**src/hw/rtl/pid_keyed_status_slot_table_assert.svh**
```systemverilog
// Assertion macros shared by the PID slot table RTL.
`ifndef PID_KEYED_STATUS_SLOT_TABLE_ASSERT_SVH
`define PID_KEYED_STATUS_SLOT_TABLE_ASSERT_SVH

// Same-cycle implication, sampled on clk_i and switched off while in reset.
`define PKST_ASSERT_NOW(lbl, ante, cons, msg) \
  lbl: assert property (@(posedge clk_i) disable iff (!rst_ni) (ante) |-> (cons)) \
    else $error(msg);

// Next-cycle implication, sampled on clk_i and switched off while in reset.
`define PKST_ASSERT_NEXT(lbl, ante, cons, msg) \
  lbl: assert property (@(posedge clk_i) disable iff (!rst_ni) (ante) |=> (cons)) \
    else $error(msg);

`endif

```
**src/hw/rtl/pkst_pkg.sv**
```systemverilog
// Package: widths, codes, types and constants shared by the PID slot table.
`default_nettype none

package pkst_pkg;

  localparam int unsigned CmdW = 3;
  localparam int unsigned KeyW = 22;
  localparam int unsigned PayW = 64;
  localparam int unsigned IdxW = 6;

  localparam int unsigned SlotsDefault       = 64;
  localparam int unsigned PayloadBitsDefault = 64;
  localparam int unsigned KeyBitsDefault     = 22;

  // The key is reduced modulo the slot count one byte per cycle.
  localparam int unsigned DigitW    = 8;
  localparam int unsigned NumDigits = (KeyW + DigitW - 1) / DigitW;
  localparam int unsigned DigCntW   = (NumDigits > 1) ? $clog2(NumDigits) : 1;

  // Depth of the command queue between the front and back parts.
  localparam int unsigned QDepth = 2;

  localparam logic [CmdW-1:0] CMD_SET    = 3'd0;
  localparam logic [CmdW-1:0] CMD_CLEAR  = 3'd1;
  localparam logic [CmdW-1:0] CMD_READ   = 3'd2;
  localparam logic [CmdW-1:0] CMD_LOOKUP = 3'd3;
  localparam logic [CmdW-1:0] CMD_DUMP   = 3'd4;

  typedef enum logic [2:0] {
    OP_SET,
    OP_CLEAR,
    OP_READ,
    OP_LOOKUP,
    OP_DUMP,
    OP_MISS
  } op_e;

  typedef struct packed {
    op_e             op;
    logic [KeyW-1:0] key;
    logic [PayW-1:0] pay;
    logic [IdxW-1:0] start;
  } desc_t;

  typedef struct packed {
    logic            hit;
    logic            full_res;
    logic [IdxW-1:0] slot_index;
    logic [KeyW-1:0] owner_pid;
    logic [PayW-1:0] data_out;
    logic            last;
  } res_t;

  localparam res_t ResMiss = '{hit: 1'b0, full_res: 1'b0, slot_index: '0,
                               owner_pid: '0, data_out: '0, last: 1'b1};
  localparam res_t ResFull = '{hit: 1'b0, full_res: 1'b1, slot_index: '0,
                               owner_pid: '0, data_out: '0, last: 1'b1};

endpackage

`default_nettype wire

```
**src/hw/rtl/pkst_fifo.sv**
```systemverilog
// Short command queue between the front and back parts.
`default_nettype none

module pkst_fifo import pkst_pkg::*; (
  input  logic  clk_i,
  input  logic  rst_ni,
  input  logic  push_valid_i,
  output logic  push_ready_o,
  input  desc_t push_desc_i,
  output logic  pop_valid_o,
  input  logic  pop_ready_i,
  output desc_t pop_desc_o
);

  localparam int unsigned PtrW = (QDepth > 1) ? $clog2(QDepth) : 1;
  localparam int unsigned CntW = $clog2(QDepth + 1);

  desc_t           mem_q [QDepth];
  logic [PtrW-1:0] wr_q, rd_q;
  logic [CntW-1:0] cnt_q;
  logic            push, pop;

  assign push_ready_o = (cnt_q != CntW'(QDepth));
  assign pop_valid_o  = (cnt_q != '0);
  assign pop_desc_o   = mem_q[rd_q];
  assign push         = push_valid_i && push_ready_o;
  assign pop          = pop_valid_o && pop_ready_i;

  always_ff @(posedge clk_i or negedge rst_ni) begin
    if (!rst_ni) begin
      wr_q  <= '0;
      rd_q  <= '0;
      cnt_q <= '0;
    end else begin
      if (push) begin
        wr_q <= (wr_q == PtrW'(QDepth - 1)) ? '0 : wr_q + 1'b1;
      end
      if (pop) begin
        rd_q <= (rd_q == PtrW'(QDepth - 1)) ? '0 : rd_q + 1'b1;
      end
      if (push && !pop) begin
        cnt_q <= cnt_q + 1'b1;
      end else if (pop && !push) begin
        cnt_q <= cnt_q - 1'b1;
      end
    end
  end

  always_ff @(posedge clk_i) begin
    if (push) begin
      mem_q[wr_q] <= push_desc_i;
    end
  end

endmodule

`default_nettype wire

```
**config.mk**
```make
export PLATFORM = sky130hd
export DESIGN_NAME = pkst_fifo
export DESIGN_NICKNAME = d
export VERILOG_FILES = /design/src/hw/rtl/pid_keyed_status_slot_table_assert.svh /design/src/hw/rtl/pkst_pkg.sv /design/src/hw/rtl/pkst_fifo.sv
export SDC_FILE = /design/constraint.sdc
export NUM_CORES = 1
export LEC_CHECK = 0
export ABC_AREA = 1
export BUFFER_PORTS_ARGS = -buffer_cell sky130_fd_sc_hd__clkbuf_2
export CORE_AREA = 4 4 165 87
export CTS_CLUSTER_SIZE = 20
export DETAILED_ROUTE_END_ITERATION = 8
export DIE_AREA = 0 0 169 91
export PLACE_DENSITY_LB_ADDON = 0.05
export SETUP_SLACK_MARGIN = 0.4
export SLEW_MARGIN = 40
export SYNTH_ARGS = -nofsm -noshare
export SYNTH_HDL_FRONTEND = slang
export SYNTH_SLANG_ARGS = --single-unit
```
**constraint.sdc**
```tcl
create_clock -name clk_i -period 11.3 [get_ports clk_i]
set_clock_uncertainty 0.2 [all_clocks]
set_input_delay 3.39 -clock clk_i [delete_from_list [all_inputs] [get_ports clk_i]]
set_output_delay 3.39 -clock clk_i [all_outputs]
set_load 0.02 [all_outputs]
```
-- Word-level counts from Yosys, hierarchy flattened
Memories as Yosys holds them, arrays and structs flattened.
Cells that the tools add are included.
- output and inout port bits: 97
- register bits: 4
- bits in writable memories: 190
- memories: 1
- equal/unequal tests: 1
- add/subtract/negate cells: 4
- reductions and logical operators: 8
- mux-type cells: 6
- memory list (memory ; depth ; bits a word ; rd ports ; clocked after Yosys merged registers in ; write ports ; line ; RTL):
    mem_q ; 2 ; 95 ; 1 ; 0 ; 1 ; pkst_fifo.sv:18 ; desc_t mem_q [QDepth];
- operators with widths (cell ; count):
    1-bit logical AND ; 4
    1-bit 2-to-1 mux ; 4
    2-bit 2-to-1 mux ; 2
    2-bit nonzero test ; 2
    1-bit adder, second input constant ; 2
    2-bit by 1-bit adder with 2-bit output, second input constant ; 1
    1-bit logical NOT ; 2
    2-bit != test, second input constant ; 1
    2-bit by 1-bit subtractor with 2-bit output, second input constant ; 1

-- Logic depth before layout (Yosys ltp)
- word-level depth: 6
- mapped depth: 10
- gate-level depth less buffers: 10

-- Least setup slack after synthesis
OpenSTA, ideal clock, no wires.
- path type: in2reg
- start: input push_valid_i
- end: memory mem_q[0][0] in the netlist's numbering, enable pin
- data arrival time: 7.462 ns
- slack: 3.088 ns
- path buffers: 0
- stages: 2
- path through: nand2_1 nor2_1
- cells in the longest elaborated chain, start to end: 3
- ends and longest elaborated chain (item ; line ; RTL):
    start, declared ; pkst_fifo.sv:7 ; input logic push_valid_i,
    1-bit logical AND ; pkst_fifo.sv:26 ; assign push = push_valid_i && push_ready_o;
    1-bit 2-to-1 mux ; pkst_fifo.sv:50 ; if (push) begin
    1-bit 2-to-1 mux (not written as such) ; pkst_fifo.sv:51 ; mem_q[wr_q] <= push_desc_i;
    end, declared ; pkst_fifo.sv:18 ;
No other way between the ends.

==> run summary <==
Final setup violation count: 0
Data arrival, critical path: 2.41 ns
H-tree level count: 4
Pins Over Slew Limit: 0
library cells used by synthesis: 14
placed wire-length estimate: 8.95 mm
IR drop worst, VDD: 0.000172 V
fraction of the mapped netlist area in simple logic gates: 15.9%
share of cell area taken by muxes after synthesis: 0%
CTS root buffer: sky130_fd_sc_hd__clkbuf_16
switching component of the power: 0.952 mW
initial DRC count: 315
met2 track demand over resource: 29.7%
total iterations of the first detailed-routing run: 4
worst flop-to-flop path endpoint: mem_q[1][10]$_DFFE_PP_
internal portion of total power: 1.55 mW
maximum root-to-sink buffer count: 2
share of final-layout standard cells stronger than drive strength 1: 31.9%
vias per std cell: 4.83
kind of capture point of the worst setup path: output pin
global-route wire length before repair: 21.3 mm
relative slew slack: 48.0%
PostCTS Resize Cnt: 0
Yosys reg bits: 194
register clock-pin slew on the reported worst setup and hold paths: 0.06 ns
area share of the leading cell type in the synthesized netlist: 80.0%
net total in the final layout: 826
sort of element at the start of the critical path: register
max-cap violation count: 0
proportion of register bits with asynchronous set or reset after synthesis: 2.06%
core occupancy in the finished layout: 70.6%
global route hottest layer: met2
Post CTS Setup Buffer Count: 0
classification of the worst setup path: register to output pin
width of the chip: 169 microns
CTS tree: built
start point of the worst min-delay path: cnt_q[0]$_DFFE_PN0P_
mean routed wirelength per cell: 15.3 microns
setup slack of the most critical reg-to-reg path: 8.86 ns
Sw Ratio: 38.0%
die footprint: 15400 sq um
overflow left after global routing: 0
Worst Path Max Fanout: 96
all-layer global routing usage: 18.1%
mean cell area of the mapped netlist: 13.6 sq um
Final Hold Fails: 0
startpoint of the most critical register-to-register path: cnt_q[0]$_DFFE_PN0P_
number of antenna violations at the first check in global routing: 1
number of enable flip-flop cells after synthesis: 190
P_leak: 3.91 nW
post-route fraction of the period consumed by the critical path: 53.1%
most frequently used flop master after synthesis: sky130_fd_sc_hd__edfxtp_1
cell types with the largest area share after synthesis: sky130_fd_sc_hd__edfxtp_1 80%, sky130_fd_sc_hd__nand2_1 16%, sky130_fd_sc_hd__dfrtp_1 1.4%
DIE HEIGHT: 91 microns
routed wire length: 13.9 mm
Routability Congestion: 0.737
worst hold path type: register to register
top achievable clock speed: 167 MHz
area fraction in compound gates after synthesis: 0%
most common library cells after synthesis: 295 x sky130_fd_sc_hd__nand2_1, 190 x sky130_fd_sc_hd__edfxtp_1, 10 x sky130_fd_sc_hd__buf_2
I/O pin total: 196
result of the run: completed
Area growth, synth to finish: 25.3%
Period minus WS final: 6.00 ns
Pwr Density: 280 nW/um^2
Std-Cell Core Area: 12700 sq um
Site Rows: 29
share of power burned in the clock network: 23.1%
Synth warnings: 0
Seq/Total Area, Yosys: 81.4%
number of clock buffers inserted by TritonCTS: 17
number of cells on the worst reg-to-reg path: 5
instance count of the mapped netlist: 525
endpoint of the worst hold-timing path: cnt_q[0]$_DFFE_PN0P_
Seq pwr share: 41.0%
hold-critical path depth: 1
# clock sinks: 194
Adder-Cell Fraction of Synth Area: 0.175%
count of hold-fix buffers inserted at cts: 0
clk_lat worst skew: 0.41 ns
number of input and output port buffers inserted: 195
combinational share of power: 35.9%
pin count of the biggest net entering global routing: 97
Initial Utilization: 56.3%
routing usage on met3: 6.64%
post-synthesis share of cell area spent on xor and xnor gates: 0.245%
Antenna Nets Post-Route: 0
synthesized cell area: 7140 sq um
Yosys top cell by area: sky130_fd_sc_hd__edfxtp_1
met1 global-route usage: 22.5%
Vias: 4387
top-count cell post-synth: sky130_fd_sc_hd__nand2_1
required time at the endpoint of the critical path: 7.71 ns
vias in the first global route: 4351
combinational family with the most area after synthesis: simple AND/OR/NAND/NOR gates
Net Count, Synth: 625
slew of the pin with the lowest slew margin: 0.780 ns
RSZ-0062 raised after global routing: false
final setup TNS: 0 ns
Ant. Diodes: 0
remaining design rule violation count: 0
sequential cells by signal (all words and copies together), names as in the netlist:
register,count
wr_q,1
mem_q,190
rd_q,1
cnt_q,2
how the worst max path moves through the flow:
stage | start | end
6_report | rd_q$_DFFE_PN0P_ | pop_desc_o[16]
5_1_grt | rd_q$_DFFE_PN0P_ | pop_desc_o[7]
4_1_cts | rd_q$_DFFE_PN0P_ | pop_desc_o[53]
3_5_place_dp | rd_q$_DFFE_PN0P_ | pop_desc_o[53]
3_3_place_gp | push_valid_i | mem_q[1][78]$_DFFE_PP_
2_1_floorplan | push_valid_i | mem_q[0][0]$_DFFE_PP_
cell type report:
type	count	area (sq um)
inverter	7	31.3
sequential	194	5810
timing repair buffer	203	1140
multi-input combinational	303	1180
fill	890	3720
clock inverter	15	144
tap	170	213
clock buffer	17	425
routing by layer:
layer,up-vias,wire length (microns)
met4,2,204
met1,2046,5760
li1,2173,-
met2,146,6720
met5,-,8
met3,20,1180
cell usage in the layout (no fill, tap or decap), drive strengths merged:
| cell | synthesis | layout |
|---|---|---|
| buf | 21 | 8 |
| bufinv | 0 | 1 |
| clkbuf | 0 | 212 |
| clkinv | 0 | 5 |
| clkinvlp | 0 | 1 |
| dfrtp | 4 | 4 |
| edfxtp | 190 | 190 |
| ha | 1 | 1 |
| inv | 7 | 15 |
| nand2 | 295 | 295 |
| nand3 | 2 | 2 |
| nand4 | 1 | 1 |
| nor2 | 2 | 2 |
| xnor2 | 1 | 1 |
| xor2 | 1 | 1 |
through the flow:
| stage | power, mW | instances | worst slack [ns] | area, sq um | hold WS, ns |
|---|---|---|---|---|---|
| 2_1_floorplan | 1.64 | 525 | 3.09 | 7140 | 0.262 |
| 3_3_place_gp | 1.91 | 871 | 5.32 | 8220 | 0.284 |
| 3_5_place_dp | 1.96 | 877 | 5.70 | 8370 | 0.285 |
| 4_1_cts | 2.54 | 909 | 5.23 | 8940 | 0.302 |
| 5_1_grt | 2.66 | 909 | 5.12 | 8940 | 0.329 |
| 6_report | 2.51 | 909 | 5.30 | 8940 | 0.301 |
critical path, stage by stage, from the launching register on:
cell and delay [ns]:
sky130_fd_sc_hd__dfrtp_4 0.57, sky130_fd_sc_hd__buf_12 0.21, sky130_fd_sc_hd__buf_12 0.20, sky130_fd_sc_hd__inv_6 0.54, sky130_fd_sc_hd__nand2_1 0.12, sky130_fd_sc_hd__nand2_1 0.13, sky130_fd_sc_hd__clkbuf_2 0.18
cell families after synthesis:
kind of cell | Yosys count
buf+inv | 28
flops | 194
fa+ha+maj | 1
simple gates | 300
xor+xnor | 2
power groups by stage:
stage | Clock (mW) | Sequential, mW | Combinational (mW)
final | 0.578 | 1.03 | 0.901
after global placement | 0 | 1.09 | 0.817
after floorplan | 0 | 1.05 | 0.593
after detailed placement | 0 | 1.04 | 0.917
after global routing | 0.628 | 1.04 | 0.989
after CTS | 0.588 | 1.03 | 0.920
(Power assumes the default switching activity.)
