--- src/hw/rtl/pid_keyed_status_slot_table_assert.svh ---
// Assertion macros shared by the PID slot table RTL.
`ifndef PID_KEYED_STATUS_SLOT_TABLE_ASSERT_SVH
`define PID_KEYED_STATUS_SLOT_TABLE_ASSERT_SVH

// Same-cycle implication, sampled on clk_i and switched off while in reset.
`define PKST_ASSERT_NOW(lbl, ante, cons, msg) \
  lbl: assert property (@(posedge clk_i) disable iff (!rst_ni) (ante) |-> (cons)) \
    else $error(msg);

// Next-cycle implication, sampled on clk_i and switched off while in reset.
`define PKST_ASSERT_NEXT(lbl, ante, cons, msg) \
  lbl: assert property (@(posedge clk_i) disable iff (!rst_ni) (ante) |=> (cons)) \
    else $error(msg);

`endif

--- src/hw/rtl/pkst_pkg.sv ---
// Package: widths, codes, types and constants shared by the PID slot table.
`default_nettype none

package pkst_pkg;

  localparam int unsigned CmdW = 3;
  localparam int unsigned KeyW = 22;
  localparam int unsigned PayW = 64;
  localparam int unsigned IdxW = 6;

  localparam int unsigned SlotsDefault       = 64;
  localparam int unsigned PayloadBitsDefault = 64;
  localparam int unsigned KeyBitsDefault     = 22;

  // The key is reduced modulo the slot count one byte per cycle.
  localparam int unsigned DigitW    = 8;
  localparam int unsigned NumDigits = (KeyW + DigitW - 1) / DigitW;
  localparam int unsigned DigCntW   = (NumDigits > 1) ? $clog2(NumDigits) : 1;

  // Depth of the command queue between the front and back parts.
  localparam int unsigned QDepth = 2;

  localparam logic [CmdW-1:0] CMD_SET    = 3'd0;
  localparam logic [CmdW-1:0] CMD_CLEAR  = 3'd1;
  localparam logic [CmdW-1:0] CMD_READ   = 3'd2;
  localparam logic [CmdW-1:0] CMD_LOOKUP = 3'd3;
  localparam logic [CmdW-1:0] CMD_DUMP   = 3'd4;

  typedef enum logic [2:0] {
    OP_SET,
    OP_CLEAR,
    OP_READ,
    OP_LOOKUP,
    OP_DUMP,
    OP_MISS
  } op_e;

  typedef struct packed {
    op_e             op;
    logic [KeyW-1:0] key;
    logic [PayW-1:0] pay;
    logic [IdxW-1:0] start;
  } desc_t;

  typedef struct packed {
    logic            hit;
    logic            full_res;
    logic [IdxW-1:0] slot_index;
    logic [KeyW-1:0] owner_pid;
    logic [PayW-1:0] data_out;
    logic            last;
  } res_t;

  localparam res_t ResMiss = '{hit: 1'b0, full_res: 1'b0, slot_index: '0,
                               owner_pid: '0, data_out: '0, last: 1'b1};
  localparam res_t ResFull = '{hit: 1'b0, full_res: 1'b1, slot_index: '0,
                               owner_pid: '0, data_out: '0, last: 1'b1};

endpackage

`default_nettype wire

--- src/hw/rtl/pkst_in_if.sv ---
// Interface: command channel into the PID slot table.
`default_nettype none

interface pkst_in_if import pkst_pkg::*; ();
  logic            valid;
  logic            ready;
  logic [CmdW-1:0] cmd;
  logic [KeyW-1:0] key_pid;
  logic [PayW-1:0] payload;

  modport source (output valid, output cmd, output key_pid, output payload, input ready);
  modport sink (input valid, input cmd, input key_pid, input payload, output ready);
endinterface

`default_nettype wire

--- src/hw/rtl/pkst_front.sv ---
// Front part: accepts commands, classifies them and reduces the key to its home slot.
`default_nettype none

module pkst_front import pkst_pkg::*; #(
  parameter int unsigned SLOTS        = SlotsDefault,
  parameter int unsigned PAYLOAD_BITS = PayloadBitsDefault,
  parameter int unsigned KEY_BITS     = KeyBitsDefault
) (
  input  logic  clk_i,
  input  logic  rst_ni,
  pkst_in_if.sink req_i,
  output logic  desc_valid_o,
  input  logic  desc_ready_i,
  output desc_t desc_o
);

  localparam int unsigned SlotW = $clog2(SLOTS);
  localparam int unsigned OwnW  = (KEY_BITS < KeyW) ? KEY_BITS : KeyW;
  localparam int unsigned ShW   = NumDigits * DigitW;
  localparam logic [SlotW:0] SlotsC = (SlotW + 1)'(SLOTS);

  typedef enum logic [2:0] {
    F_IDLE = 3'b001,
    F_MOD  = 3'b010,
    F_PUSH = 3'b100
  } fstate_e;

  fstate_e             st_q, st_d;
  op_e                 op_q, op_c;
  logic [KeyW-1:0]     key_q, key_m;
  logic [PayW-1:0]     pay_q, pay_m;
  logic [ShW-1:0]      sh_q;
  logic [SlotW-1:0]    rem_q, rem_nx;
  logic [SlotW:0]      rem_w;
  logic [DigCntW-1:0]  dig_q;
  logic                last_dig;
  logic                accept;

  assign key_m  = KeyW'(req_i.key_pid[OwnW-1:0]);
  assign pay_m  = PayW'(req_i.payload[PAYLOAD_BITS-1:0]);
  assign accept = req_i.valid && req_i.ready;

  always_comb begin
    unique case (req_i.cmd)
      CMD_SET:    op_c = OP_SET;
      CMD_CLEAR:  op_c = OP_CLEAR;
      CMD_READ:   op_c = OP_READ;
      CMD_LOOKUP: op_c = OP_LOOKUP;
      CMD_DUMP:   op_c = OP_DUMP;
      default:    op_c = OP_MISS;
    endcase
    // A zero key means an empty slot, so it can neither claim nor be found.
    if (key_m == '0 && op_c != OP_DUMP) begin
      op_c = OP_MISS;
    end
  end

  // Restoring remainder, one key bit per step, one byte per cycle, MSB first.
  always_comb begin
    rem_w = {1'b0, rem_q};
    for (int b = 0; b < DigitW; b++) begin
      rem_w = {rem_w[SlotW-1:0], sh_q[ShW-1-b]};
      if (rem_w >= SlotsC) begin
        rem_w = rem_w - SlotsC;
      end
    end
    rem_nx = rem_w[SlotW-1:0];
  end

  assign last_dig      = (dig_q == DigCntW'(NumDigits - 1));
  assign req_i.ready   = (st_q == F_IDLE);
  assign desc_valid_o  = (st_q == F_PUSH) || ((st_q == F_MOD) && last_dig);
  assign desc_o.op     = op_q;
  assign desc_o.key    = key_q;
  assign desc_o.pay    = pay_q;
  assign desc_o.start  = IdxW'((st_q == F_MOD) ? rem_nx : rem_q);

  always_comb begin
    st_d = st_q;
    unique case (st_q)
      F_IDLE: begin
        if (req_i.valid) begin
          st_d = F_MOD;
        end
      end
      F_MOD: begin
        if (last_dig) begin
          st_d = desc_ready_i ? F_IDLE : F_PUSH;
        end
      end
      F_PUSH: begin
        if (desc_ready_i) begin
          st_d = F_IDLE;
        end
      end
      default: st_d = F_IDLE;
    endcase
  end

  always_ff @(posedge clk_i or negedge rst_ni) begin
    if (!rst_ni) begin
      st_q  <= F_IDLE;
      dig_q <= '0;
      rem_q <= '0;
    end else begin
      st_q <= st_d;
      if (st_q == F_IDLE) begin
        dig_q <= '0;
        rem_q <= '0;
      end else if (st_q == F_MOD) begin
        dig_q <= dig_q + 1'b1;
        rem_q <= rem_nx;
      end
    end
  end

  always_ff @(posedge clk_i) begin
    if (accept) begin
      op_q  <= op_c;
      key_q <= key_m;
      pay_q <= pay_m;
      sh_q  <= ShW'(key_m);
    end else if (st_q == F_MOD) begin
      sh_q <= sh_q << DigitW;
    end
  end

endmodule

`default_nettype wire

--- src/flat_wrapper.sv ---
// flat-port wrapper written by rule: the top's interface ports become plain ports
module pkst_front_flat import pkst_pkg::*;
#(
  parameter int unsigned SLOTS        = SlotsDefault,
  parameter int unsigned PAYLOAD_BITS = PayloadBitsDefault,
  parameter int unsigned KEY_BITS     = KeyBitsDefault
)
  (clk_i, rst_ni, desc_valid_o, desc_ready_i, desc_o, req_i_valid, req_i_cmd, req_i_key_pid, req_i_payload, req_i_ready);
  pkst_in_if req_i_i ();
  input  logic clk_i;
  input  logic rst_ni;
  output logic desc_valid_o;
  input  logic desc_ready_i;
  output desc_t desc_o;
  input wire logic [$bits(req_i_i.valid)-1:0] req_i_valid;
  input wire logic [$bits(req_i_i.cmd)-1:0] req_i_cmd;
  input wire logic [$bits(req_i_i.key_pid)-1:0] req_i_key_pid;
  input wire logic [$bits(req_i_i.payload)-1:0] req_i_payload;
  output wire logic [$bits(req_i_i.ready)-1:0] req_i_ready;
  assign req_i_i.valid = req_i_valid;
  assign req_i_i.cmd = req_i_cmd;
  assign req_i_i.key_pid = req_i_key_pid;
  assign req_i_i.payload = req_i_payload;
  assign req_i_ready = req_i_i.ready;
  pkst_front #(.SLOTS(SLOTS), .PAYLOAD_BITS(PAYLOAD_BITS), .KEY_BITS(KEY_BITS)) u_core (.clk_i(clk_i), .rst_ni(rst_ni), .req_i(req_i_i), .desc_valid_o(desc_valid_o), .desc_ready_i(desc_ready_i), .desc_o(desc_o));
endmodule
--- config.mk ---
export PLATFORM = sky130hd
export DESIGN_NAME = pkst_front_flat
export DESIGN_NICKNAME = d
export VERILOG_FILES = /design/src/hw/rtl/pid_keyed_status_slot_table_assert.svh /design/src/hw/rtl/pkst_pkg.sv /design/src/hw/rtl/pkst_in_if.sv /design/src/hw/rtl/pkst_front.sv /design/src/flat_wrapper.sv
export SDC_FILE = /design/constraint.sdc
export NUM_CORES = 1
export LEC_CHECK = 0
export ABC_AREA = 1
export BUFFER_PORTS_ARGS = -buffer_cell sky130_fd_sc_hd__buf_2
export CAP_MARGIN = 20
export CORE_UTILIZATION = 30
export CTS_CLUSTER_SIZE = 24
export DETAILED_ROUTE_END_ITERATION = 16
export HOLD_SLACK_MARGIN = 0.08
export PLACE_DENSITY = 0.65
export SETUP_SLACK_MARGIN = 0.1
export SLEW_MARGIN = 20
export SYNTH_ARGS = -nofsm -noshare
export SYNTH_HDL_FRONTEND = slang
export SYNTH_SLANG_ARGS = --single-unit
--- constraint.sdc ---
create_clock -name clk_i -period 2.94 [get_ports clk_i]
set_clock_uncertainty 0.15 [all_clocks]
set_input_delay 0 -clock clk_i [delete_from_list [all_inputs] [get_ports clk_i]]
set_output_delay 0 -clock clk_i [all_outputs]
set_load 0.005 [all_outputs]
## Word level (Yosys, flattened, before mapping)

Index checks and enable logic that the tools add are counted.
W data, S select, Z words.

| word-level totals | value |
|---|---|
| register bits after elaboration | 124 |
| latch bits | 0 |
| RAM bits | 0 |
| ROM bits | 0 |
| input bits | 93 |
| logic and storage cells | 66 |
| memories | 0 |

| operators by class | value |
|---|---|
| $add $sub $neg | 9 |
| multipliers | 0 |
| divide/modulo/power cells | 0 |
| order comparisons | 8 |
| eq/ne operators | 12 |
| shifts and indexed selects | 0 |
| muxes and demuxes | 20 |
| bitwise operators | 0 |
| reductions and logical operators | 9 |

Operators with widths:

| cell | count |
|---|---|
| $mux W6 | 10 |
| $ge A7 B7 Y1 const B | 8 |
| $sub A6 B1 Y6 const B | 8 |
| $mux W22 | 2 |
| $logic_not A22 Y1 | 1 |
| $pmux W3 S5 | 1 |
| $mux W3 | 4 |
| $eq A3 B2 Y1 const B | 3 |
| $pmux W3 S3 | 1 |
| $eq A3 B1 Y1 const B | 2 |
| $eq A3 B3 Y1 const B | 2 |
| $mux W2 | 2 |
| $ne A2 B2 Y1 const B | 2 |
| $reduce_bool A2 Y1 | 2 |
| $logic_and A1 B1 Y1 | 3 |
| $logic_not A3 Y1 | 1 |
| $ne A3 B3 Y1 const B | 1 |
| $reduce_and A3 Y1 | 1 |
| $add A2 B1 Y2 const B | 1 |
| $eq A2 B2 Y1 const B | 1 |
| $ne A2 B1 Y1 const B | 1 |
| $logic_or A1 B1 Y1 | 1 |

## Logic depth before layout (Yosys ltp)

Gate-level depths: netlist of run 1.

| depth | value |
|---|---|
| depth in word-level cells | 18 |
| mapped depth | 9 |

## Worst setup path after synthesis of run 1

OpenSTA, ideal clock, no wires.

| timing | value |
|---|---|
| path type | register -> register |
| from | register u_core.st_q[0] |
| to | register u_core.sh_q[0], enable pin |
| setup time | 0.375 ns |
| arrival time | 1.457 ns |
| setup slack | 0.959 ns |
| cell stages (with the launch flop) | 8 |
| buffers on the path | 1 |
| period minus slack after synthesis | 1.981 ns |
| path through | dfstp_2 -> inv_2 -> nor2_4 -> nand2_4 -> inv_8 -> nand2_8 -> buf_6 -> nand2_1 |

| on the way | value |
|---|---|
| word-level cells in the longest chain between the ends | 3 |

RTL lines:

| item | RTL line | RTL |
|---|---|---|
| from (decl) | pkst_front.sv:28 | `fstate_e st_q, st_d;` |
| from (signal assigned) | pkst_front.sv:106 | `st_q <= st_d;` |
| $eq A3 B1 Y1 | pkst_front.sv:71 | `assign req_i.ready = (st_q == F_IDLE);` |
| net req_i_ready | flat_wrapper.sv:19 | `output wire logic [$bits(req_i_i.ready)-1:0] req_i_ready;` |
| $logic_and A1 B1 Y1 | pkst_front.sv:41 | `assign accept = req_i.valid && req_i.ready;` |
| $reduce_bool A2 Y1 (no source line) | n/a |  |
| to (signal assigned) | pkst_front.sv:122 | `sh_q <= ShW'(key_m);` |
| to (signal assigned) | pkst_front.sv:124 | `sh_q <= sh_q << DigitW;` |
| to (decl) | pkst_front.sv:32 | `logic [ShW-1:0] sh_q;` |

The timed path passes the listed nets, and every way through them passes these cells.
A chain may end at the register's enable or synchronous reset.

## Worst setup path after layout of run 1

| timing | value |
|---|---|
| from | register u_core.st_q[0] |
| to | register u_core.sh_q[4], enable pin |

| on the way | value |
|---|---|
| word-level cells in the longest chain between the ends | 3 |

RTL lines:

| item | RTL line |
|---|---|
| $eq A3 B1 Y1 | pkst_front.sv:71 |
| $logic_and A1 B1 Y1 | pkst_front.sv:41 |
| $reduce_bool A2 Y1 (no source line) (*) | n/a |

Mark *: on every way between the ends. The rest lies on a longest branch, timed or not.

==> results of run 1 <==
## cell type report
cell class	count	area, um2
clock buffer	19	433
clock inverter	13	205
fill	1135	6530
inverter	37	151
multi-input combinational	109	531
sequential	118	3490
tap	176	220
timing repair buffer	288	1940
## flip-flops by register name, indices dropped and copies added (netlist names)
name,flops
u_core.st_q,3
u_core.op_q,3
u_core.sh_q,18
u_core.pay_q,64
u_core.rem_q,6
u_core.dig_q,2
u_core.key_q,22
## power by group through the flow
stage                     clock (mW)  sequential (mW)  combinational (mW)
after floorplan                    0             2.59               0.663
after global placement             0             2.56                1.19
after detailed placement           0             2.57                1.23
after CTS                       2.25             2.54                1.34
after global routing            2.33             2.58                1.49
final                           2.22             2.54                1.32
## kinds of logic after synthesis
| family | after synthesis |
|---|---|
| simple gates | 88 |
| fa+ha+maj | 1 |
| flops | 118 |
| compound gates | 20 |
| buf+inv | 42 |
## through the flow
| stage | total power [mW] | hold slack, ns | utilization, % |
|---|---|---|---|
| after floorplan | 3.25 | -0.446 | - |
| after global placement | 3.75 | -0.271 | 39.8 |
| after detailed placement | 3.80 | -0.263 | 39.8 |
| after CTS | 6.13 | 0.120 | 51.6 |
| after global routing | 6.39 | 0.121 | 51.6 |
| final | 6.08 | 0.135 | 51.6 |
## per-layer routing
layer  wire length, um  global-route usage (%)  vias to the layer above
met5                 0                       0                        -
met4               387                    9.80                        0
met3               668                    6.23                       33
met2              5460                    26.3                      132
met1              4250                    16.0                     1418
li1                  -                       -                     1532
## synthesized netlist by cell type, types with 2 or more instances
master / number / area share, %
sky130_fd_sc_hd__edfxtp_1: 107 / 76
sky130_fd_sc_hd__dfrtp_1: 10 / 5.9
sky130_fd_sc_hd__buf_6: 2 / 0.53
sky130_fd_sc_hd__a211oi_1: 6 / 1.1
sky130_fd_sc_hd__nand4_1: 2 / 0.30
sky130_fd_sc_hd__inv_1: 34 / 3.0
sky130_fd_sc_hd__a21oi_1: 7 / 0.83
sky130_fd_sc_hd__o21ai_2: 2 / 0.41
sky130_fd_sc_hd__nor2_1: 21 / 1.9
sky130_fd_sc_hd__buf_2: 2 / 0.24
sky130_fd_sc_hd__nand2_2: 5 / 0.74
sky130_fd_sc_hd__nand2_1: 53 / 4.7
sky130_fd_sc_hd__o21ai_0: 5 / 0.59
sky130_fd_sc_hd__nand3_1: 3 / 0.36
## what timing repair did
item                       4_1_cts  5_1_grt
hold buffers                    96        0
hold endpoints to repair       121        0
setup endpoints to repair        0        0
gates resized for setup          0        0
## cells in the final DEF, fill, tap and decap left out, types with 5 or more instances in the layout
| cell | instances |
|---|---|
| sky130_fd_sc_hd__a21oi_1 | 7 |
| sky130_fd_sc_hd__inv_1 | 34 |
| sky130_fd_sc_hd__buf_2 | 189 |
| sky130_fd_sc_hd__o21ai_0 | 5 |
| sky130_fd_sc_hd__nand2_2 | 5 |
| sky130_fd_sc_hd__clkbuf_16 | 17 |
| sky130_fd_sc_hd__a211oi_1 | 6 |
| sky130_fd_sc_hd__nand2_1 | 53 |
| sky130_fd_sc_hd__edfxtp_1 | 107 |
| sky130_fd_sc_hd__dlygate4sd3_1 | 96 |
| sky130_fd_sc_hd__dfrtp_1 | 10 |
| sky130_fd_sc_hd__bufinv_16 | 5 |
| sky130_fd_sc_hd__nor2_1 | 21 |
## worst paths after layout
path                       slack, ns  depth (start not counted)        startpoint              end
setup / recovery                0.79                          6    u_core.st_q[0]   u_core.sh_q[4]
hold / removal                  0.14                          2  req_i_payload[4]  u_core.pay_q[4]
setup reg to reg                0.79                          6    u_core.st_q[0]   u_core.sh_q[4]
hold reg to reg                 0.36                          2    u_core.sh_q[2]  u_core.sh_q[10]
max in group asynchronous       1.27                          4            rst_ni  u_core.rem_q[4]
min in group asynchronous       0.48                          3            rst_ni   u_core.st_q[0]
==> tab_implementation.tex, run 1 <==
\begin{tabular}{lr}
\hline
Metric & Value \\
\hline
\multicolumn{2}{l}{\textbf{Placed design}} \\
\quad Global placement routability congestion & 0.780 \\
\quad Placed standard-cell area & 0.00537 mm2 \\
\quad Number of placed cells counting well taps & 632 \\
\quad HPWL after detailed placement & 6920 um \\
\quad Number of buffers inserted by port buffering & 189 \\
\quad Post-place setup slack & 0.778 ns \\
\multicolumn{2}{l}{\textbf{Finish}} \\
\quad Area Growth Syn to Fin & 65.0\% \\
\quad Layout cells sized above 1 & 40.4\% \\
\quad Number of nets in the layout & 665 \\
\quad Antenna diode count & 0 \\
\quad Final cell count without fillers & 760 \\
\quad Fin area & 0.00697 mm2 \\
\multicolumn{2}{l}{\textbf{Global routing}} \\
\quad Aggregate global-route resource usage & 15.5\% \\
\quad Initial antenna violation count & 0 \\
\quad Via count of the first global-routing pass & 3,292 \\
\quad Remaining global-route overflow & 0 \\
\quad Wire length of the first global-routing pass & 16,200 um \\
\quad Largest net degree at the start of global routing & 40 \\
\multicolumn{2}{l}{\textbf{Power}} \\
\quad Worst IR drop on VDD & 579 uV \\
\quad Internal power & 4.44 mW \\
\quad Proportion of power drawn by the clock network & 36.5\% \\
\quad Static leakage & 3.06 nW \\
\quad Power per Cell Area & 872 mW/mm2 \\
\quad Power share of the sequential group & 41.8\% \\
\quad Sw power & 1.64 mW \\
\quad Portion of total power attributed to combinational logic & 21.8\% \\
\quad Switching part of the total power & 27.0\% \\
\multicolumn{2}{l}{\textbf{Timing}} \\
\quad Final number of setup-violating endpoints & 0 \\
\quad Worst max-slew margin expressed relative to the limit & 50.8\% \\
\quad Unrepaired setup endpoints after global routing & no \\
\quad Final critical-path share of the clock period & 73.1\% \\
\quad Max-slew violation count & 0 \\
\quad Final Hold Violating Endpoints & 0 \\
\quad Final worst slack & 0.791 ns \\
\quad Peak clock frequency supported by timing & 465 MHz \\
\quad Transition time at the pin with the least slew margin & 0.737 ns \\
\quad Total Negative Setup Slacks & 0 ns \\
\quad Final period demand of the worst path & 2.15 ns \\
\multicolumn{2}{l}{\textbf{Synthesis}} \\
\quad Combined area of all synthesized cells & 0.00422 mm2 \\
\quad Dominant combinational cell family by area after synthesis & simple AND/OR/NAND/NOR gates \\
\quad Post-synth EDFFs & 107 \\
\quad Synthesized-area fraction occupied by xor and xnor cells & 0\% \\
\quad Post-Synthesis Cells & 269 \\
\quad Seq/Total Area, Yosys & 82.6\% \\
\quad Simple-gate area share of the yosys netlist & 9.36\% \\
\quad Arithmetic-cell share of the synthesized area counting full adders, half adders and majority gates & 0.296\% \\
\quad Fraction of synthesized area in multiplexers & 0\% \\
\quad Average size of a mapped cell & 15.7 um2 \\
\quad Asr flop ratio synth & 9.32\% \\
\quad Cell variety after synth & 24 \\
\quad Most frequently used flop master after synthesis & sky130\_fd\_sc\_hd\_\_edfxtp\_1 \\
\quad Syn. warnings & 0 \\
\quad Net count after synthesis & 363 \\
\quad Number of storage elements in the synthesis netlist & 118 \\
\quad Post-synthesis compound-gate area fraction & 2.90\% \\
\multicolumn{2}{l}{\textbf{Route}} \\
\quad Iteration count of the initial detailed-routing pass & 4 \\
\quad Post-DR vias/cell & 4.10 \\
\quad Remaining antenna violation count & 0 \\
\quad WL/cell & 14.2 um \\
\quad Final wirelength & 10,800 um \\
\quad Via Count & 3,115 \\
\quad Count of routing violations after the opening detailed-route iteration & 126 \\
\quad Residual DRC count & 0 \\
\multicolumn{2}{l}{\textbf{Worst setup path}} \\
\quad Critical path's top delay family & simple AND/OR/NAND/NOR gates \\
\quad Slowest cell on the critical path & sky130\_fd\_sc\_hd\_\_nand2\_1 \\
\quad CP Launch Type & flop \\
\quad Crit end category & flop \\
\quad Crit path arrival time & 2.04 ns \\
\quad Max FO, Critical Path & 23 \\
\quad List of cells traversed by the critical path & inv\_2, nor2\_4, nand2\_4, inv\_8, nand2\_8, nand2\_1 \\
\quad Crit path buf inv count & 2 \\
\quad Slowest cell delay on critical path & 0.58 ns \\
\quad Data required time at the worst endpoint & 2.83 ns \\
\quad WS Path Type & reg -> reg \\
\multicolumn{2}{l}{\textbf{Clocking}} \\
\quad Longest Clk Path Bufs & 2 \\
\quad Clock sinks & 118 \\
\quad Clock-pin slew on the worst setup and hold paths & 0.05 ns \\
\quad Clock latency on the worst-skew pair & 0.41 ns \\
\quad Number of buffers inserted during clock tree synthesis & 17 \\
\quad H-Tree Depth & 4 \\
\quad CTS tree & yes \\
\quad CTS Root Buffer Type & sky130\_fd\_sc\_hd\_\_clkbuf\_16 \\
\quad Number of buffers inserted to repair setup after CTS & 0 \\
\multicolumn{2}{l}{\textbf{Min path}} \\
\quad Hold WC Path Type & in -> reg \\
\multicolumn{2}{l}{\textbf{Die}} \\
\quad Number of rows in the core area & 42 \\
\quad Die boundary height & 121 um \\
\quad Width of the chip & 121 um \\
\quad Die footprint & 0.0146 mm2 \\
\quad Starting density of the core & 31.3\% \\
\quad Number of primary I/O pins & 190 \\
\quad Placeable core region & 0.0135 mm2 \\
\multicolumn{2}{l}{\textbf{Run status}} \\
\quad Outcome & finished clean \\
\multicolumn{2}{l}{\textbf{Flow run}} \\
\quad Max-cap viol count & 0 \\
\hline
\end{tabular}
(Power assumes the default switching activity.)
==> run 2: changes to the inputs <==
Settings changed: PLACE_DENSITY 0.65 to 0.67.
Clock period 2.94 ns to 1.95 ns, I/O delays scaled along.
==> tab_implementation.tex, run 2 (same netlist as run 1, synthesis figures left out) <==
\begin{tabular}{lr}
\hline
Metric & Value \\
\hline
\multicolumn{2}{l}{\textbf{Run status}} \\
\quad Outcome & finished clean (unchanged) \\
\multicolumn{2}{l}{\textbf{Finish}} \\
\quad Top library cells by usage in the layout, fill and taps aside & sky130\_fd\_sc\_hd\_\_buf\_2 (189), sky130\_fd\_sc\_hd\_\_edfxtp\_1 (107), sky130\_fd\_sc\_hd\_\_dlygate4sd3\_1 (96), sky130\_fd\_sc\_hd\_\_nand2\_1 (51), sky130\_fd\_sc\_hd\_\_inv\_1 (33) (was sky130\_fd\_sc\_hd\_\_buf\_2 (189), sky130\_fd\_sc\_hd\_\_edfxtp\_1 (107), sky130\_fd\_sc\_hd\_\_dlygate4sd3\_1 (96), sky130\_fd\_sc\_hd\_\_nand2\_1 (53), sky130\_fd\_sc\_hd\_\_inv\_1 (34)) \\
\quad Area Growth Syn to Fin & 67.2\% (was 65.0\%) \\
\quad Number of nets in the layout & 676 (was 665) \\
\quad Register with the most flip-flops & u\_core.pay\_q (unchanged) \\
\quad Antenna diode count & 0 (unchanged) \\
\quad Area of the multi-input gates & 557 um2 (was 531 um2) \\
\quad Max FFs per register & 64 (unchanged) \\
\quad Storage element area & 0.00349 mm2 (about the same) \\
\quad Layout cells sized above 1 & 42.9\% (was 40.4\%) \\
\quad Most common cell after layout, fill and taps aside & sky130\_fd\_sc\_hd\_\_buf\_2 (unchanged) \\
\quad Fill cell total of the finished layout & 1,116 (was 1,135) \\
\quad Leading registers by flop count & u\_core.pay\_q: 64 flops, u\_core.key\_q: 22 flops, u\_core.sh\_q: 18 flops (unchanged) \\
\multicolumn{2}{l}{\textbf{Power}} \\
\quad Switching part of the total power & 28.2\% (was 27.0\%) \\
\quad Internal power & 6.56 mW (was 4.44 mW) \\
\quad Sw power & 2.57 mW (was 1.64 mW) \\
\quad Power share of the sequential group & 41.8\% (about the same) \\
\quad Portion of total power attributed to combinational logic & 24.4\% (was 21.8\%) \\
\quad Static leakage & 3.09 nW (was 3.06 nW) \\
\quad Power per Cell Area & 1290 mW/mm2 (was 872 mW/mm2) \\
\quad Proportion of power drawn by the clock network & 33.8\% (was 36.5\%) \\
\quad Worst IR drop on VDD & 682 uV (was 579 uV) \\
\multicolumn{2}{l}{\textbf{Global routing}} \\
\quad Remaining global-route overflow & 0 (unchanged) \\
\quad Initial antenna violation count & 0 (unchanged) \\
\quad Via count of the first global-routing pass & 3,439 (was 3,292) \\
\quad Largest net degree at the start of global routing & 36 (was 40) \\
\quad Aggregate global-route resource usage & 15.9\% (was 15.5\%) \\
\quad Wire length of the first global-routing pass & 16,800 um (was 16,200 um) \\
\multicolumn{2}{l}{\textbf{Placed design}} \\
\quad Number of buffers inserted by port buffering & 189 (unchanged) \\
\quad HPWL after detailed placement & 7140 um (was 6920 um) \\
\quad Post-place setup slack & 0.111 ns (was 0.778 ns) \\
\quad Global placement routability congestion & 0.747 (was 0.780) \\
\multicolumn{2}{l}{\textbf{Timing}} \\
\quad Transition time at the pin with the least slew margin & 0.468 ns (was 0.737 ns) \\
\quad Unrepaired setup endpoints after global routing & yes (was no) \\
\quad Peak clock frequency supported by timing & 549 MHz \\
\quad Total Negative Setup Slacks & 0 ns (unchanged) \\
\quad Max-slew violation count & 0 (unchanged) \\
\quad Final worst slack & 0.129 ns (was 0.791 ns) \\
\quad Final Hold Violating Endpoints & 0 (unchanged) \\
\quad Final period demand of the worst path & 1.82 ns \\
\quad Worst max-slew margin expressed relative to the limit & 68.7\% (was 50.8\%) \\
\quad Final number of setup-violating endpoints & 0 (unchanged) \\
\quad Final critical-path share of the clock period & 93.4\% \\
\multicolumn{2}{l}{\textbf{Route}} \\
\quad Final wirelength & 11,200 um (was 10,800 um) \\
\quad Iteration count of the initial detailed-routing pass & 4 (unchanged) \\
\quad Remaining antenna violation count & 0 (unchanged) \\
\quad Via Count & 3,264 (was 3,115) \\
\quad WL/cell & 14.5 um (was 14.2 um) \\
\quad Count of routing violations after the opening detailed-route iteration & 114 (was 126) \\
\quad Post-DR vias/cell & 4.23 (was 4.10) \\
\quad Residual DRC count & 0 (unchanged) \\
\multicolumn{2}{l}{\textbf{Clocking}} \\
\quad CTS tree & yes (unchanged) \\
\quad Longest Clk Path Bufs & 2 (unchanged) \\
\quad Clock sinks & 118 (unchanged) \\
\quad H-Tree Depth & 4 (unchanged) \\
\quad Number of buffers inserted during clock tree synthesis & 17 (unchanged) \\
\quad Clock-pin slew on the worst setup and hold paths & 0.06 ns (was 0.05 ns) \\
\quad Clock latency on the worst-skew pair & 0.41 ns (about the same) \\
\quad CTS Root Buffer Type & sky130\_fd\_sc\_hd\_\_clkbuf\_16 (unchanged) \\
\multicolumn{2}{l}{\textbf{Min path}} \\
\quad Worst hold path endpoint & u\_core.pay\_q[58] (was u\_core.pay\_q[4]) \\
\quad Number of instances on the worst hold path & 2 (unchanged) \\
\quad Hold path startpoint & req\_i\_payload[58] (was req\_i\_payload[4]) \\
\quad Hold WC Path Type & in -> reg (unchanged) \\
\multicolumn{2}{l}{\textbf{Worst setup path}} \\
\quad Crit end category & flop (unchanged) \\
\quad CP Launch Type & input pin (was flop) \\
\quad Worst-case reg-to-reg path depth & 7 (was 6) \\
\quad Startpoint of the worst-slack reg-to-reg timing path & u\_core.st\_q[0] (unchanged) \\
\quad R2R setup slack & 0.16 ns (was 0.79 ns) \\
\quad Source of the critical timing path & req\_i\_key\_pid[12] (was u\_core.st\_q[0]) \\
\quad Data required time at the worst endpoint & 1.96 ns (was 2.83 ns) \\
\quad Crit path arrival time & 1.83 ns (was 2.04 ns) \\
\quad WS Path Type & in -> reg (was reg -> reg) \\
\quad R2R Path End & u\_core.key\_q[7] (was u\_core.sh\_q[4]) \\
\quad Max FO, Critical Path & 3 (was 23) \\
\multicolumn{2}{l}{\textbf{Die}} \\
\quad Placeable core region & 0.0135 mm2 (unchanged) \\
\quad Starting density of the core & 31.3\% (unchanged) \\
\quad Die footprint & 0.0146 mm2 (unchanged) \\
\quad Number of primary I/O pins & 190 (unchanged) \\
\quad Die boundary height & 121 um (unchanged) \\
\quad Number of rows in the core area & 42 (unchanged) \\
\quad Width of the chip & 121 um (unchanged) \\
\multicolumn{2}{l}{\textbf{Flow run}} \\
\quad Max-cap viol count & 0 (unchanged) \\
\hline
\end{tabular}
[run 2: metrics by stage]
| stage | instance area, um2 | util (%) | total power, mW | hold slack [ns] | instances |
|---|---|---|---|---|---|
| 2_1_floorplan | 4230 | - | 4.91 | -0.446 | 269 |
| 3_3_place_gp | 5420 | 40.1 | 5.72 | -0.275 | 634 |
| 3_5_place_dp | 5420 | 40.1 | 5.81 | -0.267 | 634 |
| 4_1_cts | 7020 | 52.0 | 9.15 | 0.118 | 768 |
| 5_1_grt | 7060 | 52.3 | 9.59 | 0.122 | 771 |
| 6_report | 7060 | 52.3 | 9.14 | 0.139 | 771 |
[run 2: worst max-delay path by stage]
stage | slack (ns) | endpoint | cells after the start
final | 0.13 | u_core.op_q[1] | 9
after global routing | 0.01 | u_core.op_q[1] | 9
after CTS | 0.10 | u_core.sh_q[1] | 6
after detailed placement | 0.11 | u_core.sh_q[0] | 6
after global placement | 0.17 | u_core.sh_q[0] | 6
after floorplan | 0.14 | u_core.key_q[0] | 7
[run 2: area by class of cell]
cell class	count	area share [%]
clock buffer	18	6.08
tap	176	3.12
inverter	37	2.14
timing repair buffer	299	29.1
clock inverter	14	2.27
multi-input combinational	109	7.88
sequential	118	49.4
[run 2: worst max-delay path, stage by stage]
cell and delay (ns):
sky130_fd_sc_hd__dlygate4sd3_1 0.53, sky130_fd_sc_hd__buf_2 0.14, sky130_fd_sc_hd__nor2_1 0.15, sky130_fd_sc_hd__nand2_1 0.07, sky130_fd_sc_hd__nor2_1 0.17, sky130_fd_sc_hd__nand3_1 0.10, sky130_fd_sc_hd__nand2_1 0.09, sky130_fd_sc_hd__nor2_1 0.04
sky130_fd_sc_hd__dlygate4sd3_1 0.55
[run 2: routing by layer]
layer  GRT usage [%]  vias up  wire length [um]
met4            9.03        0               407
li1                -     1555                 -
met2            27.7      139              5820
met1            16.6     1535              4290
met3            5.75       35               676
met5               0        -                 0
[run 2: what timing repair did]
action / CTS / global route
buffers inserted: 6 / 3
endpoints found under the setup margin: 17 / 25
hold endpoints to repair: 121 / 0
hold buffers: 96 / 0
resized for setup: 4 / 6
pin swaps: 1 / 0
[run 2: power by group through the flow]
stage,logic [mW],registers (mW),clock network [mW]
after floorplan,1.00,3.90,0
after global routing,2.45,3.89,3.26
after global placement,1.87,3.85,0
after CTS,2.17,3.83,3.15
final,2.22,3.82,3.09
after detailed placement,1.93,3.88,0
==> run 3: changes to the inputs <==
Clock period 1.95 ns to 1.5 ns, I/O delays scaled along.
==> tab_implementation.tex, run 3 (same netlist as run 1, synthesis figures left out) <==
\begin{tabular}{lr}
\hline
Metric & Value \\
\hline
\multicolumn{2}{l}{\textbf{Min path}} \\
\quad Worst hold path endpoint & u\_core.pay\_q[40] (was u\_core.pay\_q[58]) \\
\quad Hold path startpoint & req\_i\_payload[40] (was req\_i\_payload[58]) \\
\quad Hold WC Path Type & in -> reg (unchanged) \\
\quad Number of instances on the worst hold path & 2 (unchanged) \\
\multicolumn{2}{l}{\textbf{Die}} \\
\quad Die footprint & 0.0146 mm2 (unchanged) \\
\quad Number of rows in the core area & 42 (unchanged) \\
\quad Starting density of the core & 31.3\% (unchanged) \\
\quad Width of the chip & 121 um (unchanged) \\
\quad Number of primary I/O pins & 190 (unchanged) \\
\quad Placeable core region & 0.0135 mm2 (unchanged) \\
\quad Die boundary height & 121 um (unchanged) \\
\multicolumn{2}{l}{\textbf{Finish}} \\
\quad Fill cell total of the finished layout & 1,031 (was 1,116) \\
\quad Most common cell after layout, fill and taps aside & sky130\_fd\_sc\_hd\_\_buf\_2 (unchanged) \\
\quad Leading registers by flop count & u\_core.pay\_q: 64 flops, u\_core.key\_q: 22 flops, u\_core.sh\_q: 18 flops (unchanged) \\
\quad Layout cells sized above 1 & 49.3\% (was 42.9\%) \\
\quad Register with the most flip-flops & u\_core.pay\_q (unchanged) \\
\quad Area Growth Syn to Fin & 85.9\% (was 67.2\%) \\
\quad Final standard cell utilization of the core & 58.1\% (was 52.3\%) \\
\quad Max FFs per register & 64 (unchanged) \\
\quad Top library cells by usage in the layout, fill and taps aside & sky130\_fd\_sc\_hd\_\_buf\_2 (189), sky130\_fd\_sc\_hd\_\_edfxtp\_1 (107), sky130\_fd\_sc\_hd\_\_dlygate4sd3\_1 (94), sky130\_fd\_sc\_hd\_\_nand2\_1 (46), sky130\_fd\_sc\_hd\_\_inv\_1 (28) (was sky130\_fd\_sc\_hd\_\_buf\_2 (189), sky130\_fd\_sc\_hd\_\_edfxtp\_1 (107), sky130\_fd\_sc\_hd\_\_dlygate4sd3\_1 (96), sky130\_fd\_sc\_hd\_\_nand2\_1 (51), sky130\_fd\_sc\_hd\_\_inv\_1 (33)) \\
\quad Antenna diode count & 0 (unchanged) \\
\quad Number of nets in the layout & 714 (was 676) \\
\multicolumn{2}{l}{\textbf{Flow run}} \\
\quad Max-cap viol count & 0 (unchanged) \\
\multicolumn{2}{l}{\textbf{Worst setup path}} \\
\quad Startpoint of the worst-slack reg-to-reg timing path & u\_core.st\_q[2] (was u\_core.st\_q[0]) \\
\quad Data required time at the worst endpoint & 1.47 ns (was 1.96 ns) \\
\quad R2R setup slack & -0.24 ns (was 0.16 ns) \\
\quad Worst-case reg-to-reg path depth & 8 (was 7) \\
\quad Crit end category & flop (unchanged) \\
\quad R2R Path End & u\_core.pay\_q[14] (was u\_core.key\_q[7]) \\
\quad Max FO, Critical Path & 9 (was 3) \\
\quad Crit path arrival time & 1.71 ns (was 1.83 ns) \\
\quad WS Path Type & reg -> reg (was in -> reg) \\
\quad CP Launch Type & flop (was input pin) \\
\multicolumn{2}{l}{\textbf{Placed design}} \\
\quad HPWL after detailed placement & 7260 um (was 7140 um) \\
\quad Number of buffers inserted by port buffering & 189 (unchanged) \\
\quad Global placement routability congestion & 0.785 (was 0.747) \\
\multicolumn{2}{l}{\textbf{Timing}} \\
\quad Peak clock frequency supported by timing & 573 MHz \\
\quad Final Hold Violating Endpoints & 0 (unchanged) \\
\quad Final period demand of the worst path & 1.74 ns \\
\quad Max-slew violation count & 0 (unchanged) \\
\quad Final number of setup-violating endpoints & 133 (was 0) \\
\quad Unrepaired setup endpoints after global routing & yes (unchanged) \\
\quad Final worst slack & -0.244 ns (was 0.129 ns) \\
\quad Transition time at the pin with the least slew margin & 0.517 ns (was 0.468 ns) \\
\quad Final critical-path share of the clock period & 116\% \\
\quad Worst max-slew margin expressed relative to the limit & 65.4\% (was 68.7\%) \\
\quad Hold WS & 0.155 ns (was 0.139 ns) \\
\multicolumn{2}{l}{\textbf{Route}} \\
\quad Wl on met1 & 4550 um (was 4290 um) \\
\quad Count of routing violations after the opening detailed-route iteration & 130 (was 114) \\
\quad Iteration count of the initial detailed-routing pass & 4 (unchanged) \\
\quad Residual DRC count & 0 (unchanged) \\
\quad Met3 wire length & 701 um (was 676 um) \\
\quad WL/cell & 14.8 um (was 14.5 um) \\
\quad Final wirelength & 12,000 um (was 11,200 um) \\
\quad Routed wire length on met2 & 6470 um (was 5820 um) \\
\quad Remaining antenna violation count & 0 (unchanged) \\
\quad Top layer in use & met4 (unchanged) \\
\quad Via Count & 3,439 (was 3,264) \\
\quad Post-DR vias/cell & 4.25 (was 4.23) \\
\multicolumn{2}{l}{\textbf{Power}} \\
\quad Static leakage & 3.46 nW (was 3.09 nW) \\
\quad Worst IR drop on VDD & 868 uV (was 682 uV) \\
\quad Power per Cell Area & 1780 mW/mm2 (was 1290 mW/mm2) \\
\multicolumn{2}{l}{\textbf{Clocking}} \\
\quad Clock latency on the worst-skew pair & 0.40 ns (was 0.41 ns) \\
\quad CTS Root Buffer Type & sky130\_fd\_sc\_hd\_\_clkbuf\_16 (unchanged) \\
\quad CTS tree & yes (unchanged) \\
\quad Longest Clk Path Bufs & 2 (unchanged) \\
\quad Number of buffers inserted during clock tree synthesis & 17 (unchanged) \\
\quad Clock-pin slew on the worst setup and hold paths & 0.06 ns (about the same) \\
\quad H-Tree Depth & 4 (unchanged) \\
\quad Clock sinks & 118 (unchanged) \\
\multicolumn{2}{l}{\textbf{Global routing}} \\
\quad Initial antenna violation count & 0 (unchanged) \\
\quad Wire length of the first global-routing pass & 17,900 um (was 16,800 um) \\
\quad Largest net degree at the start of global routing & 19 (was 36) \\
\quad Aggregate global-route resource usage & 16.8\% (was 15.9\%) \\
\quad Via count of the first global-routing pass & 3,609 (was 3,439) \\
\quad Remaining global-route overflow & 0 (unchanged) \\
\multicolumn{2}{l}{\textbf{Run status}} \\
\quad Outcome & complete, but fails checks (was finished clean) \\
\quad Violated checks & setup timing \\
\hline
\end{tabular}
[run 3: final cells by class]
type,instances,area [um2],area share (%)
sequential,118,3490,44.4
timing repair inverter,1,16.3,0.207
inverter,37,159,2.02
clock inverter,14,206,2.63
clock buffer,18,429,5.47
timing repair buffer,333,2650,33.8
tap,176,220,2.80
multi-input combinational,112,679,8.65
[run 3: per-layer routing]
layer	vias to the layer above	track usage (%)
li1	1643	-
met1	1631	17.8
met2	143	30.1
met3	22	5.85
met4	0	7.10
met5	-	0
[run 3: timing repair]
| action | 4_1_cts | 5_1_grt |
|---|---|---|
| endpoints found under the setup margin | 139 | 145 |
| gates resized for setup | 41 | 19 |
| cloned | 9 | 3 |
| pin swaps | 12 | 4 |
| hold buffers | 95 | 0 |
| buffers inserted | 17 | 4 |
| endpoints found under the hold margin | 139 | 0 |
[run 3: worst max-delay path by stage]
stage | start | endpoint | cells after the start
floorplan | u_core.st_q[0] | u_core.key_q[0] | 7
global placement | u_core.st_q[0] | u_core.pay_q[54] | 7
detailed placement | u_core.st_q[0] | u_core.pay_q[40] | 7
CTS | u_core.st_q[2] | desc_o[4] | 5
global route | u_core.st_q[2] | desc_o[4] | 5
finish | u_core.st_q[2] | u_core.pay_q[14] | 8
[run 3: report_power, final]
| part | switching (mW) | total (mW) | internal [mW] |
|---|---|---|---|
| combinational | 2.22 | 4.72 | 2.49 |
| clock | 1.39 | 4.32 | 2.93 |
| sequential | 0.233 | 4.97 | 4.74 |
| total | 3.85 | 14.0 | 10.2 |
[run 3: per-stage QoR]
stage	TNS (ns)	area, um2	power (mW)	instances	worst slack [ns]
after CTS	-24.21	7690	13.7	803	-0.263
after detailed placement	-14.16	5590	7.90	651	-0.143
after floorplan	-29.87	4250	6.43	269	-0.290
after global routing	-32.47	7850	14.6	809	-0.304
final	-25.63	7850	14.0	809	-0.244
after global placement	-13.25	5590	7.79	651	-0.134
[run 3: worst max-delay path: stages, from the launching register on]
cell and delay, ns:
sky130_fd_sc_hd__dfrtp_1 0.42, sky130_fd_sc_hd__buf_4 0.16, sky130_fd_sc_hd__nor2_4 0.11, sky130_fd_sc_hd__nand2_4 0.07
sky130_fd_sc_hd__inv_8 0.07, sky130_fd_sc_hd__nand2_8 0.10, sky130_fd_sc_hd__inv_12 0.10, sky130_fd_sc_hd__buf_12 0.11
sky130_fd_sc_hd__clkbuf_16 0.15
